[src/tcsg_pkg.sv]
// tcsg_pkg: shared types and constants of the textured column span generator
// item structs, command and register codes, start unit state and handshake structs
// no dependencies
`default_nettype none

package tcsg_pkg;

    localparam int ACC_W   = 26;
    localparam int TEX_W   = 10;
    localparam int CFG_W   = 11;
    localparam int COORD_W = 12;
    localparam int PERP_W  = 31;
    localparam int WORD_W  = 32;

    typedef enum logic {
        CMD_START = 1'b0,
        CMD_TICK  = 1'b1
    } cmd_t;

    typedef enum logic {
        CFG_TEXTURE_WIDTH  = 1'b0,
        CFG_TEXTURE_HEIGHT = 1'b1
    } cfg_index_t;

    typedef enum logic [2:0] {
        ST_IDLE,
        ST_MUL_HIT,
        ST_FRAC,
        ST_MUL_TEX,
        ST_DIV,
        ST_DONE
    } unit_state_t;

    typedef struct packed {
        logic                      cmd;
        logic signed [COORD_W-1:0] column_x;
        logic signed [COORD_W-1:0] first_row;
        logic signed [COORD_W-1:0] span_start;
        logic signed [COORD_W-1:0] span_end;
        logic                      hit_side;
        logic signed [WORD_W-1:0]  pos_x;
        logic signed [WORD_W-1:0]  pos_y;
        logic        [PERP_W-1:0]  perp_distance;
        logic signed [WORD_W-1:0]  ray_dir_x;
        logic signed [WORD_W-1:0]  ray_dir_y;
    } in_item_t;

    typedef struct packed {
        logic signed [COORD_W-1:0] pixel_x;
        logic signed [COORD_W-1:0] pixel_y;
        logic        [TEX_W-1:0]   tex_column;
        logic        [TEX_W-1:0]   tex_row;
        logic                      on_screen;
        logic                      last_pixel;
    } out_item_t;

    // start request from the top level to the arithmetic unit
    typedef struct packed {
        logic               start;
        logic [WORD_W-1:0]  pos;
        logic [PERP_W-1:0]  perp;
        logic [WORD_W-1:0]  dir;
        logic               div_en;
        logic [COORD_W-1:0] denom;
    } start_req_t;

    // status and results back from the arithmetic unit
    typedef struct packed {
        logic             busy;
        logic             done;
        logic [TEX_W-1:0] tex_column;
        logic [ACC_W-1:0] row_step;
    } start_rsp_t;

endpackage

`default_nettype wire

[src/textured_column_span_generator_top.sv]
// textured_column_span_generator_top: raycaster wall column pixel walker
// takes start and tick items, emits one pixel item per live tick
// depends on tcsg_pkg and tcsg_start_unit
//
// usage:
//   s_valid/s_ready/s_data carry items; cmd start loads a wall slice, cmd tick
//   asks for the next pixel. m_valid/m_ready/m_data carry pixel items.
//   cfg_we/cfg_index/cfg_wdata write texture width and height, no wait.
// setup and ticks:
//   a start item keeps s_ready low while the shared adder works through the
//   hit product, the fraction step, the texture width product, the row step
//   divide (skipped for an empty span) and the done state.
//   tick items go one per cycle while the setup unit is idle and the output
//   is not stalled; the pixel shows in the output register the cycle after
//   its tick is accepted.
// reset:
//   texture width and height go to 64, no span is live, output is empty.
// stall:
//   a waiting pixel holds in the output register; s_ready drops until it is
//   taken, unless it is taken in the same cycle.
`default_nettype none

module textured_column_span_generator_top #(
    parameter int SCREEN_WIDTH  = 640,
    parameter int SCREEN_HEIGHT = 480,
    parameter int FRACTION_BITS = 16
) (
    input  wire logic                  aclk,
    input  wire logic                  aresetn,
    input  wire logic                  s_valid,
    output logic                       s_ready,
    input  wire tcsg_pkg::in_item_t    s_data,
    output logic                       m_valid,
    input  wire logic                  m_ready,
    output tcsg_pkg::out_item_t        m_data,
    input  wire logic                  cfg_we,
    input  wire tcsg_pkg::cfg_index_t  cfg_index,
    input  wire logic [10:0]           cfg_wdata
);
    import tcsg_pkg::*;

    localparam int F = FRACTION_BITS;

    // configuration
    logic [CFG_W-1:0]          tex_width_reg;
    logic [CFG_W-1:0]          tex_height_reg;

    // span state
    logic                      span_active_reg;
    logic signed [COORD_W-1:0] cur_col_reg;
    logic signed [COORD_W-1:0] cur_row_reg;
    logic signed [COORD_W-1:0] end_row_reg;
    logic [TEX_W-1:0]          tex_col_reg;
    logic [ACC_W-1:0]          acc_reg;
    logic [ACC_W-1:0]          step_reg;

    // output stage
    logic                      m_valid_reg;
    out_item_t                 out_reg;

    start_req_t                req;
    start_rsp_t                rsp;

    logic                      in_fire, start_fire, tick_fire, emit;
    logic signed [COORD_W:0]   span_len;
    logic                      len_pos, span_ok;
    logic signed [COORD_W:0]   row_inc;
    logic                      last;
    logic                      on_screen;
    logic [CFG_W-1:0]          height_m1;
    logic [ACC_W-1:0]          trow_wide, trow_cap;
    logic [TEX_W-1:0]          tex_row;
    logic [ACC_W:0]            acc_sum;
    logic [ACC_W-1:0]          acc_next;

    // a new item only when the unit is free and the output can take a pixel
    assign s_ready    = !rsp.busy && (!m_valid_reg || m_ready);
    assign in_fire    = s_valid && s_ready;
    assign start_fire = in_fire && (s_data.cmd == CMD_START);
    assign tick_fire  = in_fire && (s_data.cmd == CMD_TICK);

    // span length doubles as the divide denominator
    assign span_len = (COORD_W+1)'(s_data.span_end) - (COORD_W+1)'(s_data.span_start);
    assign len_pos  = !span_len[COORD_W] && (span_len != '0);
    assign span_ok  = len_pos && (s_data.first_row < s_data.span_end);

    always_comb begin
        req.start  = start_fire;
        req.pos    = s_data.hit_side ? s_data.pos_x : s_data.pos_y;
        req.dir    = s_data.hit_side ? s_data.ray_dir_x : s_data.ray_dir_y;
        req.perp   = s_data.perp_distance;
        req.div_en = len_pos;
        req.denom  = span_len[COORD_W-1:0];
    end

    tcsg_start_unit #(
        .FRACTION_BITS (FRACTION_BITS)
    ) u_start_unit (
        .aclk           (aclk),
        .aresetn        (aresetn),
        .req            (req),
        .texture_width  (tex_width_reg),
        .texture_height (tex_height_reg),
        .rsp            (rsp)
    );

    // pixel emit path
    assign emit    = tick_fire && span_active_reg && (cur_row_reg < end_row_reg);
    assign row_inc = (COORD_W+1)'(cur_row_reg) + (COORD_W+1)'(1);
    assign last    = (row_inc >= (COORD_W+1)'(end_row_reg));
    assign on_screen = !cur_col_reg[COORD_W-1]
                    && ($unsigned(cur_col_reg) < COORD_W'(SCREEN_WIDTH))
                    && !cur_row_reg[COORD_W-1]
                    && ($unsigned(cur_row_reg) < COORD_W'(SCREEN_HEIGHT));

    // texture row: integer part of the accumulator, held below the height
    assign height_m1 = tex_height_reg - 1'b1;
    assign trow_wide = ACC_W'(acc_reg[ACC_W-1:F]);
    always_comb begin
        if (tex_height_reg == '0) begin
            trow_cap = '0;
        end else if (trow_wide > ACC_W'(height_m1)) begin
            trow_cap = ACC_W'(height_m1);
        end else begin
            trow_cap = trow_wide;
        end
        tex_row = (|trow_cap[ACC_W-1:TEX_W]) ? '1 : trow_cap[TEX_W-1:0];
    end

    // saturating step add
    assign acc_sum  = {1'b0, acc_reg} + {1'b0, step_reg};
    assign acc_next = acc_sum[ACC_W] ? '1 : acc_sum[ACC_W-1:0];

    always_ff @(posedge aclk) begin
        if (!aresetn) begin
            tex_width_reg <= CFG_W'(64);
            tex_height_reg <= CFG_W'(64);
        end else if (cfg_we) begin
            case (cfg_index)
                CFG_TEXTURE_WIDTH:  tex_width_reg  <= cfg_wdata;
                CFG_TEXTURE_HEIGHT: tex_height_reg <= cfg_wdata;
                default: begin
                end
            endcase
        end
    end

    always_ff @(posedge aclk) begin
        if (!aresetn) begin
            span_active_reg <= 1'b0;
            cur_col_reg     <= '0;
            cur_row_reg     <= '0;
            end_row_reg     <= '0;
            tex_col_reg     <= '0;
            acc_reg         <= '0;
            step_reg        <= '0;
        end else begin
            if (start_fire) begin
                span_active_reg <= span_ok;
                cur_col_reg     <= s_data.column_x;
                cur_row_reg     <= s_data.first_row;
                end_row_reg     <= s_data.span_end;
                acc_reg         <= '0;
            end else if (emit) begin
                acc_reg     <= acc_next;
                cur_row_reg <= row_inc[COORD_W-1:0];
                if (last) span_active_reg <= 1'b0;
            end
            // setup results land after the unit finishes
            if (rsp.done) begin
                tex_col_reg <= rsp.tex_column;
                step_reg    <= rsp.row_step;
            end
        end
    end

    always_ff @(posedge aclk) begin
        if (!aresetn) begin
            m_valid_reg <= 1'b0;
        end else if (emit) begin
            m_valid_reg <= 1'b1;
        end else if (m_ready) begin
            m_valid_reg <= 1'b0;
        end
    end

    always_ff @(posedge aclk) begin
        if (emit) begin
            out_reg.pixel_x    <= cur_col_reg;
            out_reg.pixel_y    <= cur_row_reg;
            out_reg.tex_column <= tex_col_reg;
            out_reg.tex_row    <= tex_row;
            out_reg.on_screen  <= on_screen;
            out_reg.last_pixel <= last;
        end
    end

    assign m_valid = m_valid_reg;
    assign m_data  = out_reg;

endmodule

`default_nettype wire

[src/tcsg_start_unit.sv]
// tcsg_start_unit: per-column setup arithmetic on one shared adder
// shift-add multiplies for the texture column, restoring divide for the row step
// depends on tcsg_pkg
`default_nettype none

module tcsg_start_unit #(
    parameter int FRACTION_BITS = 16
) (
    input  wire logic                     aclk,
    input  wire logic                     aresetn,
    input  wire tcsg_pkg::start_req_t     req,
    input  wire logic [10:0]              texture_width,
    input  wire logic [10:0]              texture_height,
    output tcsg_pkg::start_rsp_t          rsp
);
    import tcsg_pkg::*;

    localparam int F        = FRACTION_BITS;
    localparam int PW       = 2 * F;
    localparam int MUL_BITS = (PW < PERP_W) ? PW : PERP_W;
    localparam int DW       = F + CFG_W;
    localparam int UW       = (PW > DW) ? PW : DW;
    localparam int CNT_MAX  = (MUL_BITS > DW) ? MUL_BITS : DW;
    localparam int CNT_W    = $clog2(CNT_MAX);
    localparam int QW       = (DW > ACC_W) ? DW : ACC_W;

    unit_state_t          state_reg, state_next;
    logic [CNT_W-1:0]     cnt_reg, cnt_next;
    logic [UW-1:0]        acc_reg, acc_next;
    logic [UW-1:0]        mcand_reg, mcand_next;
    logic [PERP_W-1:0]    mplier_reg, mplier_next;
    logic [F-1:0]         pos_reg, pos_next;
    logic [COORD_W-1:0]   denom_reg, denom_next;
    logic                 div_en_reg, div_en_next;
    logic [COORD_W-1:0]   rem_reg, rem_next;
    logic [DW-1:0]        dvd_reg, dvd_next;
    logic [DW-1:0]        quo_reg, quo_next;
    logic [TEX_W-1:0]     col_reg, col_next;

    // the shared adder
    logic [UW-1:0]        add_a, add_b;
    logic                 add_cin;
    logic [UW:0]          add_sum;

    logic signed [63:0]   dir_wide;
    logic [COORD_W:0]     div_shift;
    logic                 div_ge;
    logic [QW-1:0]        quo_ext;

    assign add_sum   = {1'b0, add_a} + {1'b0, add_b} + (UW+1)'(add_cin);
    assign dir_wide  = 64'(signed'(req.dir));
    assign div_shift = {rem_reg, dvd_reg[DW-1]};
    assign div_ge    = add_sum[UW];
    assign quo_ext   = QW'(quo_reg);

    // next state
    always_comb begin
        state_next = state_reg;
        case (state_reg)
            ST_IDLE: begin
                if (req.start) state_next = ST_MUL_HIT;
            end
            ST_MUL_HIT: begin
                if (cnt_reg == CNT_W'(MUL_BITS - 1)) state_next = ST_FRAC;
            end
            ST_FRAC: begin
                state_next = ST_MUL_TEX;
            end
            ST_MUL_TEX: begin
                if (cnt_reg == CNT_W'(CFG_W - 1)) state_next = div_en_reg ? ST_DIV : ST_DONE;
            end
            ST_DIV: begin
                if (cnt_reg == CNT_W'(DW - 1)) state_next = ST_DONE;
            end
            ST_DONE: begin
                state_next = ST_IDLE;
            end
            default: begin
                state_next = ST_IDLE;
            end
        endcase
    end

    // datapath
    always_comb begin
        cnt_next    = cnt_reg;
        acc_next    = acc_reg;
        mcand_next  = mcand_reg;
        mplier_next = mplier_reg;
        pos_next    = pos_reg;
        denom_next  = denom_reg;
        div_en_next = div_en_reg;
        rem_next    = rem_reg;
        dvd_next    = dvd_reg;
        quo_next    = quo_reg;
        col_next    = col_reg;
        add_a       = acc_reg;
        add_b       = '0;
        add_cin     = 1'b0;
        case (state_reg)
            ST_IDLE: begin
                if (req.start) begin
                    acc_next    = '0;
                    mcand_next  = dir_wide[UW-1:0];
                    mplier_next = req.perp;
                    pos_next    = req.pos[F-1:0];
                    denom_next  = req.denom;
                    div_en_next = req.div_en;
                    cnt_next    = '0;
                end
            end
            ST_MUL_HIT: begin
                add_b       = mplier_reg[0] ? mcand_reg : '0;
                acc_next    = add_sum[UW-1:0];
                mcand_next  = mcand_reg << 1;
                mplier_next = mplier_reg >> 1;
                cnt_next    = cnt_reg + 1'b1;
            end
            ST_FRAC: begin
                // fraction of the hit coordinate, wraps modulo one
                add_a       = UW'(acc_reg[PW-1:F]);
                add_b       = UW'(pos_reg);
                acc_next    = '0;
                mcand_next  = UW'(add_sum[F-1:0]);
                mplier_next = PERP_W'(texture_width);
                cnt_next    = '0;
            end
            ST_MUL_TEX: begin
                add_b       = mplier_reg[0] ? mcand_reg : '0;
                acc_next    = add_sum[UW-1:0];
                mcand_next  = mcand_reg << 1;
                mplier_next = mplier_reg >> 1;
                col_next    = add_sum[F+CFG_W-1] ? '1 : add_sum[F+TEX_W-1:F];
                rem_next    = '0;
                dvd_next    = {texture_height, {F{1'b0}}};
                quo_next    = '0;
                cnt_next    = (cnt_reg == CNT_W'(CFG_W - 1)) ? '0 : cnt_reg + 1'b1;
            end
            ST_DIV: begin
                // trial subtract of the span length
                add_a    = UW'(div_shift);
                add_b    = ~UW'(denom_reg);
                add_cin  = 1'b1;
                rem_next = div_ge ? add_sum[COORD_W-1:0] : div_shift[COORD_W-1:0];
                quo_next = {quo_reg[DW-2:0], div_ge};
                dvd_next = dvd_reg << 1;
                cnt_next = cnt_reg + 1'b1;
            end
            ST_DONE: begin
            end
            default: begin
            end
        endcase
    end

    // outputs
    always_comb begin
        rsp.busy       = (state_reg != ST_IDLE);
        rsp.done       = (state_reg == ST_DONE);
        rsp.tex_column = col_reg;
        if (!div_en_reg) begin
            rsp.row_step = '0;
        end else if (quo_ext > QW'({ACC_W{1'b1}})) begin
            rsp.row_step = '1;
        end else begin
            rsp.row_step = quo_ext[ACC_W-1:0];
        end
    end

    always_ff @(posedge aclk) begin
        if (!aresetn) begin
            state_reg  <= ST_IDLE;
            cnt_reg    <= '0;
            div_en_reg <= 1'b0;
        end else begin
            state_reg  <= state_next;
            cnt_reg    <= cnt_next;
            div_en_reg <= div_en_next;
        end
    end

    always_ff @(posedge aclk) begin
        acc_reg    <= acc_next;
        mcand_reg  <= mcand_next;
        mplier_reg <= mplier_next;
        pos_reg    <= pos_next;
        denom_reg  <= denom_next;
        rem_reg    <= rem_next;
        dvd_reg    <= dvd_next;
        quo_reg    <= quo_next;
        col_reg    <= col_next;
    end

endmodule

`default_nettype wire

[config.mk]
export PLATFORM = sky130hd
export DESIGN_NAME = textured_column_span_generator_top
export DESIGN_NICKNAME = d
export VERILOG_FILES = /design/src/tcsg_pkg.sv /design/src/textured_column_span_generator_top.sv /design/src/tcsg_start_unit.sv
export SDC_FILE = /design/constraint.sdc
export NUM_CORES = 1
export LEC_CHECK = 0
export ABC_AREA = 1
export BUFFER_PORTS_ARGS = -buffer_cell sky130_fd_sc_hd__buf_2
export CAP_MARGIN = 20
export CORE_MARGIN = 5
export CORE_UTILIZATION = 45
export CTS_BUF_LIST = sky130_fd_sc_hd__clkbuf_4
export CTS_CLUSTER_SIZE = 20
export DETAILED_ROUTE_END_ITERATION = 8
export GPL_TIMING_DRIVEN = 0
export PLACE_DENSITY = 0.7
export SYNTH_ARGS = -nofsm -noshare
export SYNTH_HDL_FRONTEND = slang
export SYNTH_HIERARCHICAL = 1
export SYNTH_SLANG_ARGS = --single-unit
[constraint.sdc]
create_clock -name aclk -period 8.8 [get_ports aclk]
set_input_delay 1.76 -clock aclk [delete_from_list [all_inputs] [get_ports aclk]]
set_output_delay 1.76 -clock aclk [all_outputs]
set_load 0.02 [all_outputs]
==> metrics list, run 1 <==
- Summing over every cut layer, the via total after detailed routing is 19700.
* Leakage: 12.3 nW
* Period minus WS final: 4.40 ns
- Final number of hold-violating endpoints: 0
* Worst r2r path cells: 23
- Maxcap violations: 0
- TritonCTS clock tree: yes
* Switching Power: 2.41 mW
* FMAX: 0.227 GHz
- In the routed design, unresolved DRC markers number 0.
* Instance count along the most critical hold path: 0
- Synthesized instance count: 2745
- Global routing used 24.2% of the available tracks across all layers.
- Wire length of the first global-routing pass: 103000 µm
- Slew @ Worst Pin: 0.931 ns
- The clock network burns 25.7% of the power.
- Antenna violations before repair: 1
- TritonCTS created 99 clock buffers.
- In the routed layout, each cell is associated on average with a via count of 5.20.
- The post-route netlist has 17.8% of its cells at a drive strength greater than 1.
* Detailed Route WL: 65400 µm
- Gpl congestion: 0.959
* Final setup skew: 0.0604 ns
* Grt total ovfl: 0
- Mean post-synth cell area: 7.89 µm²
* Number of placed I/O pins: 274
* Crit Path Category: reg -> reg
- The startpoint identified for the worst register-to-register timing path is u_start_unit/state_reg[0]$_SDFFE_PN0P_.
* Die W: 229 µm
- The final number of max-transition violations was 0.
- DRC violation total after the first TritonRoute iteration: 1535
- The wire-length estimate of the detail-placed layout is 51600 µm.
- Clock tree sinks: 360
* Relative slew margins: 37.8%
- For the worst-skew pair, the clock arrives at the later sink with an insertion delay of 0.85 ns.
- The register with the most flip-flops in the layout has 46 of them.
* Crit path arrival time: 4.96 ns
- Setup-failing EPs final: 0
* Combined area of all synthesized cells: 21700 µm²
- Post-cts sizing count: 0
- Result of the run: finished, final reports clean
* Final Cycle Share: 50.0%
- The number of hold buffers added after CTS was 0.
- Synthesized net count: 3095
- Count of yosys warnings during synthesis: 6
- Critical Path End Type: flop
- Worst setup startpoint: u_start_unit/state_reg[0]$_SDFFE_PN0P_
- STA classifies the critical path startpoint as a flop.
- Longest Clk Path Bufs: 3
- Antenna Violating Nets Remaining: 0
- Startpoint of the tightest hold check path: tex_col_reg[0]$_SDFFE_PN0P_
- For this run, the detailed router's first-pass iteration total came to 6.
- Clock tree synthesis selected as its root buffer the cell clkbuf_4.
- The internal portion of the total power is 3.80 mW.
* # H-tree levels: 3
- Clock-pin slew was measured on the worst setup and hold paths at 0.07 ns.
- For this design the ratio of total power to cell area is 247 nW/µm².
* Setup Fix Bufs, Post-CTS: 0
- Registers are responsible for 38.0% of the overall power.
- Cell Rows: 80
- Data on the critical path is required at its endpoint by 9.36 ns.
- After the last flow step, the layout net total stands at 3441.
* Fill cell instance count of the final layout: 4574
- Vias in the first global route: 19500
* Maximum number of pins on one net before global-route repair: 36
* Die Area: 52600 µm²
- In this run the vertical extent of the chip is 229 µm.
- The core region is 47600 µm².
- For the final routed database, the setup TNS stands at 0 ns.
- Initial standard-cell utilization of the core: 45.5%
- Biggest fanout along the worst timing path: 12
* Peak supply drop: 127 µV
- Hold Crit Class: reg -> reg
- Area Growth Syn to Fin: 15.9%
- During placement, the flow inserted port buffers numbering 240.
- Overall power consumption after layout is estimated at 6.21 mW.
- Routed length per placed instance: 17.2 µm
- Switching part of the total power: 38.8%
- Combinational logic is responsible for 36.3% of the overall power.
- Setup repair after global routing missed its margin: no
layout by cell type, fill, tap and decap left out, types with 5 or more instances in the layout:
cell type,n
nand2_2,6
clkinv_1,28
o211ai_1,24
nand2_1,688
o21ai_0,166
o31ai_1,9
inv_2,14
nand3_1,88
buf_12,5
o22ai_1,12
ha_1,120
nor2_2,5
xnor2_1,12
nand4_1,15
a22o_1,27
dfxtp_1,131
nor3_1,29
xor2_1,27
edfxtp_1,229
mux2_2,48
clkinv_2,6
o21ai_1,9
a21o_1,5
clkbuf_1,37
nand3b_1,13
and2_1,9
o21bai_1,10
nor3_2,5
a22oi_1,17
buf_6,8
a21oi_1,143
buf_2,277
o31ai_2,7
inv_1,368
nor2_4,7
clkbuf_4,155
nor2_1,374
power groups by stage:
stage	combinational, mW	sequential, mW	clock (mW)
3_5_place_dp	2.22	2.39	0
4_1_cts	2.23	2.36	1.65
5_1_grt	2.48	2.38	1.74
6_report	2.25	2.36	1.60
2_1_floorplan	1.51	2.39	0
3_3_place_gp	2.13	2.45	0
worst max-delay path: stages, from the launching register on:
cell and delay, ns:
dfxtp_1 0.41, inv_2 0.09, nor3_4 0.59, inv_2 0.08, nand2_1 0.22, buf_4 0.22, nand2_1 0.14, o22ai_1 0.14
a21oi_1 0.10, fa_1 0.46, fa_1 0.42, inv_1 0.12, nand2_1 0.08, nand2_1 0.07, nand3_1 0.08, nand2_1 0.16
nand2_1 0.09, nand2_2 0.15, nand2_4 0.12, nand2_4 0.10, buf_6 0.14, nand2_1 0.06, nand2_1 0.07, nor2_1 0.04
layout make-up:
cell class                 instances  area (µm²)  share of cell area, %
timing repair buffer             245        1300                   5.18
clock inverter                    33         184                  0.733
tap                              615         769                   3.07
clock buffer                     155        1160                   4.63
antenna                            1        2.50                0.00997
buffer                            89         469                   1.87
multi-input combinational       1910       10300                   40.9
inverter                         386        1460                   5.80
sequential                       360        9500                   37.8
metrics by stage:
stage               worst slack, ns  cell area [µm²]  cells  hold slack (ns)  util (%)
finish                         4.40            25100   3794            0.428      52.7
global route                   4.16            25100   3794            0.443      52.7
CTS                            4.41            25100   3793            0.429      52.7
detailed placement             4.46            23800   3605            0.414      49.9
global placement              -1.53            23600   3600            0.411      49.6
floorplan                     0.793            21700   2745            0.403         -
worst paths after layout:
path | slack (ns) | endpoint
worst max-delay path | 4.40 | u_start_unit/rem_reg[9]$_SDFFCE_PP0N_
worst min-delay path | 0.43 | m_data[12]$_DFFE_PP_
worst max register to register | 4.40 | u_start_unit/rem_reg[9]$_SDFFCE_PP0N_
worst min register to register | 0.43 | m_data[12]$_DFFE_PP_
metal layers:
metal / part of all wire, % / vias to the layer above / track usage, %
li1: - / 9775 / -
met1: 43 / 9192 / 31.1
met2: 48 / 646 / 41.3
met3: 5.6 / 134 / 4.06
met4: 3.1 / 0 / 8.57
met5: 0 / - / 0
Power figures use the tool's default switching activity.
==> run 2, diff against run 1 <==
PLACE_DENSITY = 0.73   (was 0.7)
clock period = 3.53 ns   (was 8.8 ns; I/O delays follow)
==> metrics list, run 2 (same netlist as run 1, synthesis figures left out) <==
- The master of the slowest instance on the critical path is fa_2 (was nor3_4).
- The leading cell type in the layout, fill and taps excluded was nand2_1 (unchanged).
* Fill cell instance count of the final layout: 4497 (was 4574)
* Req. time, crit path: 4.09 ns (was 9.36 ns)
* DRC violation total after the first TritonRoute iteration: 1730 (was 1535)
* Hold Crit Class: in -> reg (was reg -> reg)
- Gpl congestion: 0.971 (was 0.959)
* Peak supply drop: 308 µV (was 127 µV)
- Relative slew margins: 39.0% (was 37.8%)
- Result of the run: finished, final reports clean (unchanged)
- The count of nets after finishing is 3453 (was 3441).
- Final worst-path setup slack: 0.107 ns (was 4.40 ns)
- The total routed wire length on the met1 layer is 26800 µm (was 28000 µm).
- Period minus WS final: 3.42 ns (was 4.40 ns)
- The number of placed I/O pins is 274 (unchanged).
- Clock Tree Root: clkbuf_4 (unchanged)
- The worst setup skew after layout came to 0.0728 ns (was 0.0604 ns).
- # H-tree levels: 3 (unchanged)
- Final std cells w/o fill: 3800 (was 3794)
- The worst-case clock buffer depth is 3 (unchanged).
- Antenna Violating Nets Remaining: 0 (unchanged)
* Hold Buf Count CTS: 0 (unchanged)
- Nature of the critical path startpoint: flop (unchanged)
* Critical path buffers and inverters: 5 (unchanged)
- The post-CTS clock slew at the launch and capture registers of the worst setup and hold paths was 0.07 ns (about the same).
- Floorplan Core Area: 47600 µm² (unchanged)
* Detailed-routed wire length on met2: 30000 µm (was 31700 µm)
- The number of clock buffers inserted by TritonCTS came to 94 (was 99).
- Maximum number of pins on one net before global-route repair: 33 (was 36)
- The number of global-route vias before repair came to 18700 (was 19500).
- Vertical extent of the die: 229 µm (unchanged)
- The slew at the pin closest to its max-slew limit came to 0.913 ns (was 0.931 ns).
* Uppermost routed layer: met4 (unchanged)
- The total track usage came to 23.1% (was 24.2%).
- The biggest cell delay along the critical path is 0.41 ns (was 0.59 ns).
- The initial antenna violation count is 1 (unchanged).
- The area of the die is 52600 µm² (unchanged).
* Die W: 229 µm (unchanged)
- The number of search-and-repair iterations in the first detailed-routing pass is 6 (unchanged).
- Max reg flops: 46 (unchanged)
- The effective utilization at floorplan came to 45.5% (unchanged).
* Routed length per placed instance: 16.6 µm (was 17.2 µm)
- Area Growth Syn to Fin: 17.0% (was 15.9%)
- TritonCTS clock tree: yes (unchanged)
- The kind of end point of the critical path is a flop (unchanged).
* Worst-Skew Late Latency: 0.81 ns (was 0.85 ns)
- The sum of routed wire length over all layers came to 63000 µm (was 65400 µm).
- Biggest fanout along the worst timing path: 5 (was 12)
* Leakage: 12.3 nW (about the same)
* Final number of hold-violating endpoints: 0 (unchanged)
- The final number of max-transition violations was 0 (unchanged).
* Cell Chain, Critical Path: inv_4, nor3_4, inv_2, nand2_4, buf_8, nand2_2, o22ai_2, a21oi_2, fa_2, fa_2, inv_2, nand2_1, nand2_1, nand3_1, nand2_2, nand2_2, nand2_2, nand2_4, nand2_4, clkbuf_16, nand2_1, nand2_1, nor2_1 (was inv_2, nor3_4, inv_2, nand2_1, buf_4, nand2_1, o22ai_1, a21oi_1, fa_1, fa_1, inv_1, nand2_1, nand2_1, nand3_1, nand2_1, nand2_1, nand2_2, nand2_4, nand2_4, buf_6, nand2_1, nand2_1, nor2_1)
* # DRC: 0 (unchanged)
- Post-Place Cells: 3606 (was 3605)
* Maxcap violations: 0 (unchanged)
- The wire length of the first global-routing pass came to 97800 µm (was 103000 µm).
- Post-place setup slack: -0.759 ns (was 4.46 ns)
- The ratio of final minimum period to clock period is 97.0% (was 50.0%).
* Post-route worst hold slack: 0.151 ns (was 0.428 ns)
- Areal power density over the cells: 612 nW/µm² (was 247 nW/µm²)
- Grt total ovfl: 0 (unchanged)
- Most frequent cells in the layout: nand2_1 (682), nor2_1 (373), inv_1 (364) (was nand2_1 (688), nor2_1 (374), inv_1 (368))
- R2r setup slk: 0.11 ns (was 4.40 ns)
- # port buffers: 240 (unchanged)
* FMAX: 0.292 GHz (was 0.227 GHz)
- The class of the most critical setup path is reg -> reg (unchanged).
* Detailed-routed wire length on met3: 4280 µm (was 3690 µm)
* Clock tree sinks: 360 (unchanged)
* Fraction of layout instances using a drive strength above 1: 19.1% (was 17.8%)
* Crit path arrival time: 3.98 ns (was 4.96 ns)
- The count of standard-cell rows came to 80 (unchanged).
- The kind of cell adding the most delay to the critical path was simple AND/OR/NAND/NOR gates (unchanged).
- The half-perimeter wire length after detailed placement came to 49100 µm (was 51600 µm).
- Setup-failing EPs final: 0 (unchanged)
- Overall via count from detail_route: 19500 (was 19700)
* Per-cell via count in the routed design: 5.14 (was 5.20)
run 2: repair_timing:
item                                    in CTS  in global routing
buffers inserted                             3                 14
gates cloned                                 0                  1
pin swaps                                    3                 12
endpoints found under the setup margin      63                 30
hold endpoints to repair                     0                  0
resized for setup                           16                 36
run 2: metrics by stage:
| step | setup TNS, ns | util, % | cell area (µm²) | total power [mW] |
|---|---|---|---|---|
| after detailed placement | -26.37 | 50.0 | 23800 | 11.6 |
| after global placement | -117.57 | 49.7 | 23700 | 11.4 |
| after CTS | 0 | 52.7 | 25100 | 15.3 |
| after global routing | -0.358 | 53.2 | 25300 | 16.5 |
| final | 0 | 53.2 | 25300 | 15.5 |
| after floorplan | 0 | - | 21700 | 9.67 |
run 2: worst paths after layout:
check,startpoint,endpoint,cells past startpoint
max reg2reg,u_start_unit/state_reg[0]$_SDFFE_PN0P_,u_start_unit/rem_reg[7]$_SDFFCE_PP0N_,23
min,cfg_wdata[3],tex_width_reg[3]$_SDFFE_PN0P_,3
min reg2reg,tex_col_reg[8]$_SDFFE_PN0P_,m_data[20]$_DFFE_PP_,0
max,u_start_unit/state_reg[0]$_SDFFE_PN0P_,u_start_unit/rem_reg[7]$_SDFFCE_PP0N_,23
run 2: final cells by class:
cell class,instances,area (µm²),share of cell area (%)
Multi-Input combinational cell,1910,10400,40.9
Sequential cell,360,9510,37.5
Timing Repair Buffer,264,1510,5.95
Inverter,386,1460,5.78
Clock buffer,145,1090,4.30
Tap cell,615,769,3.04
Buffer,87,505,1.99
Clock inverter,32,143,0.563
Antenna cell,1,2.50,0.00987
run 2: power by group:
group          total, mW  switching [mW]  internal (mW)
combinational       5.96            4.00           1.96
sequential          5.87           0.295           5.58
clock               3.68            1.80           1.88
total               15.5            6.09           9.42
run 2: per-layer routing:
metal / up-vias / track usage, %
li1: 9783 / -
met1: 8927 / 30.1
met2: 730 / 39.0
met3: 109 / 3.52
met4: 0 / 8.91
met5: - / 0
run 2: worst reg2reg max path: cells and delay by family, from the launching register on:
family                   cells  cell delay [ns]
AND/OR/NAND/NOR             14             1.27
buffers and inverters        5             0.50
adder cells (fa/ha/maj)      2             0.82
flip-flops                   1             0.39
AO/OA/AOI/OAI                2             0.20
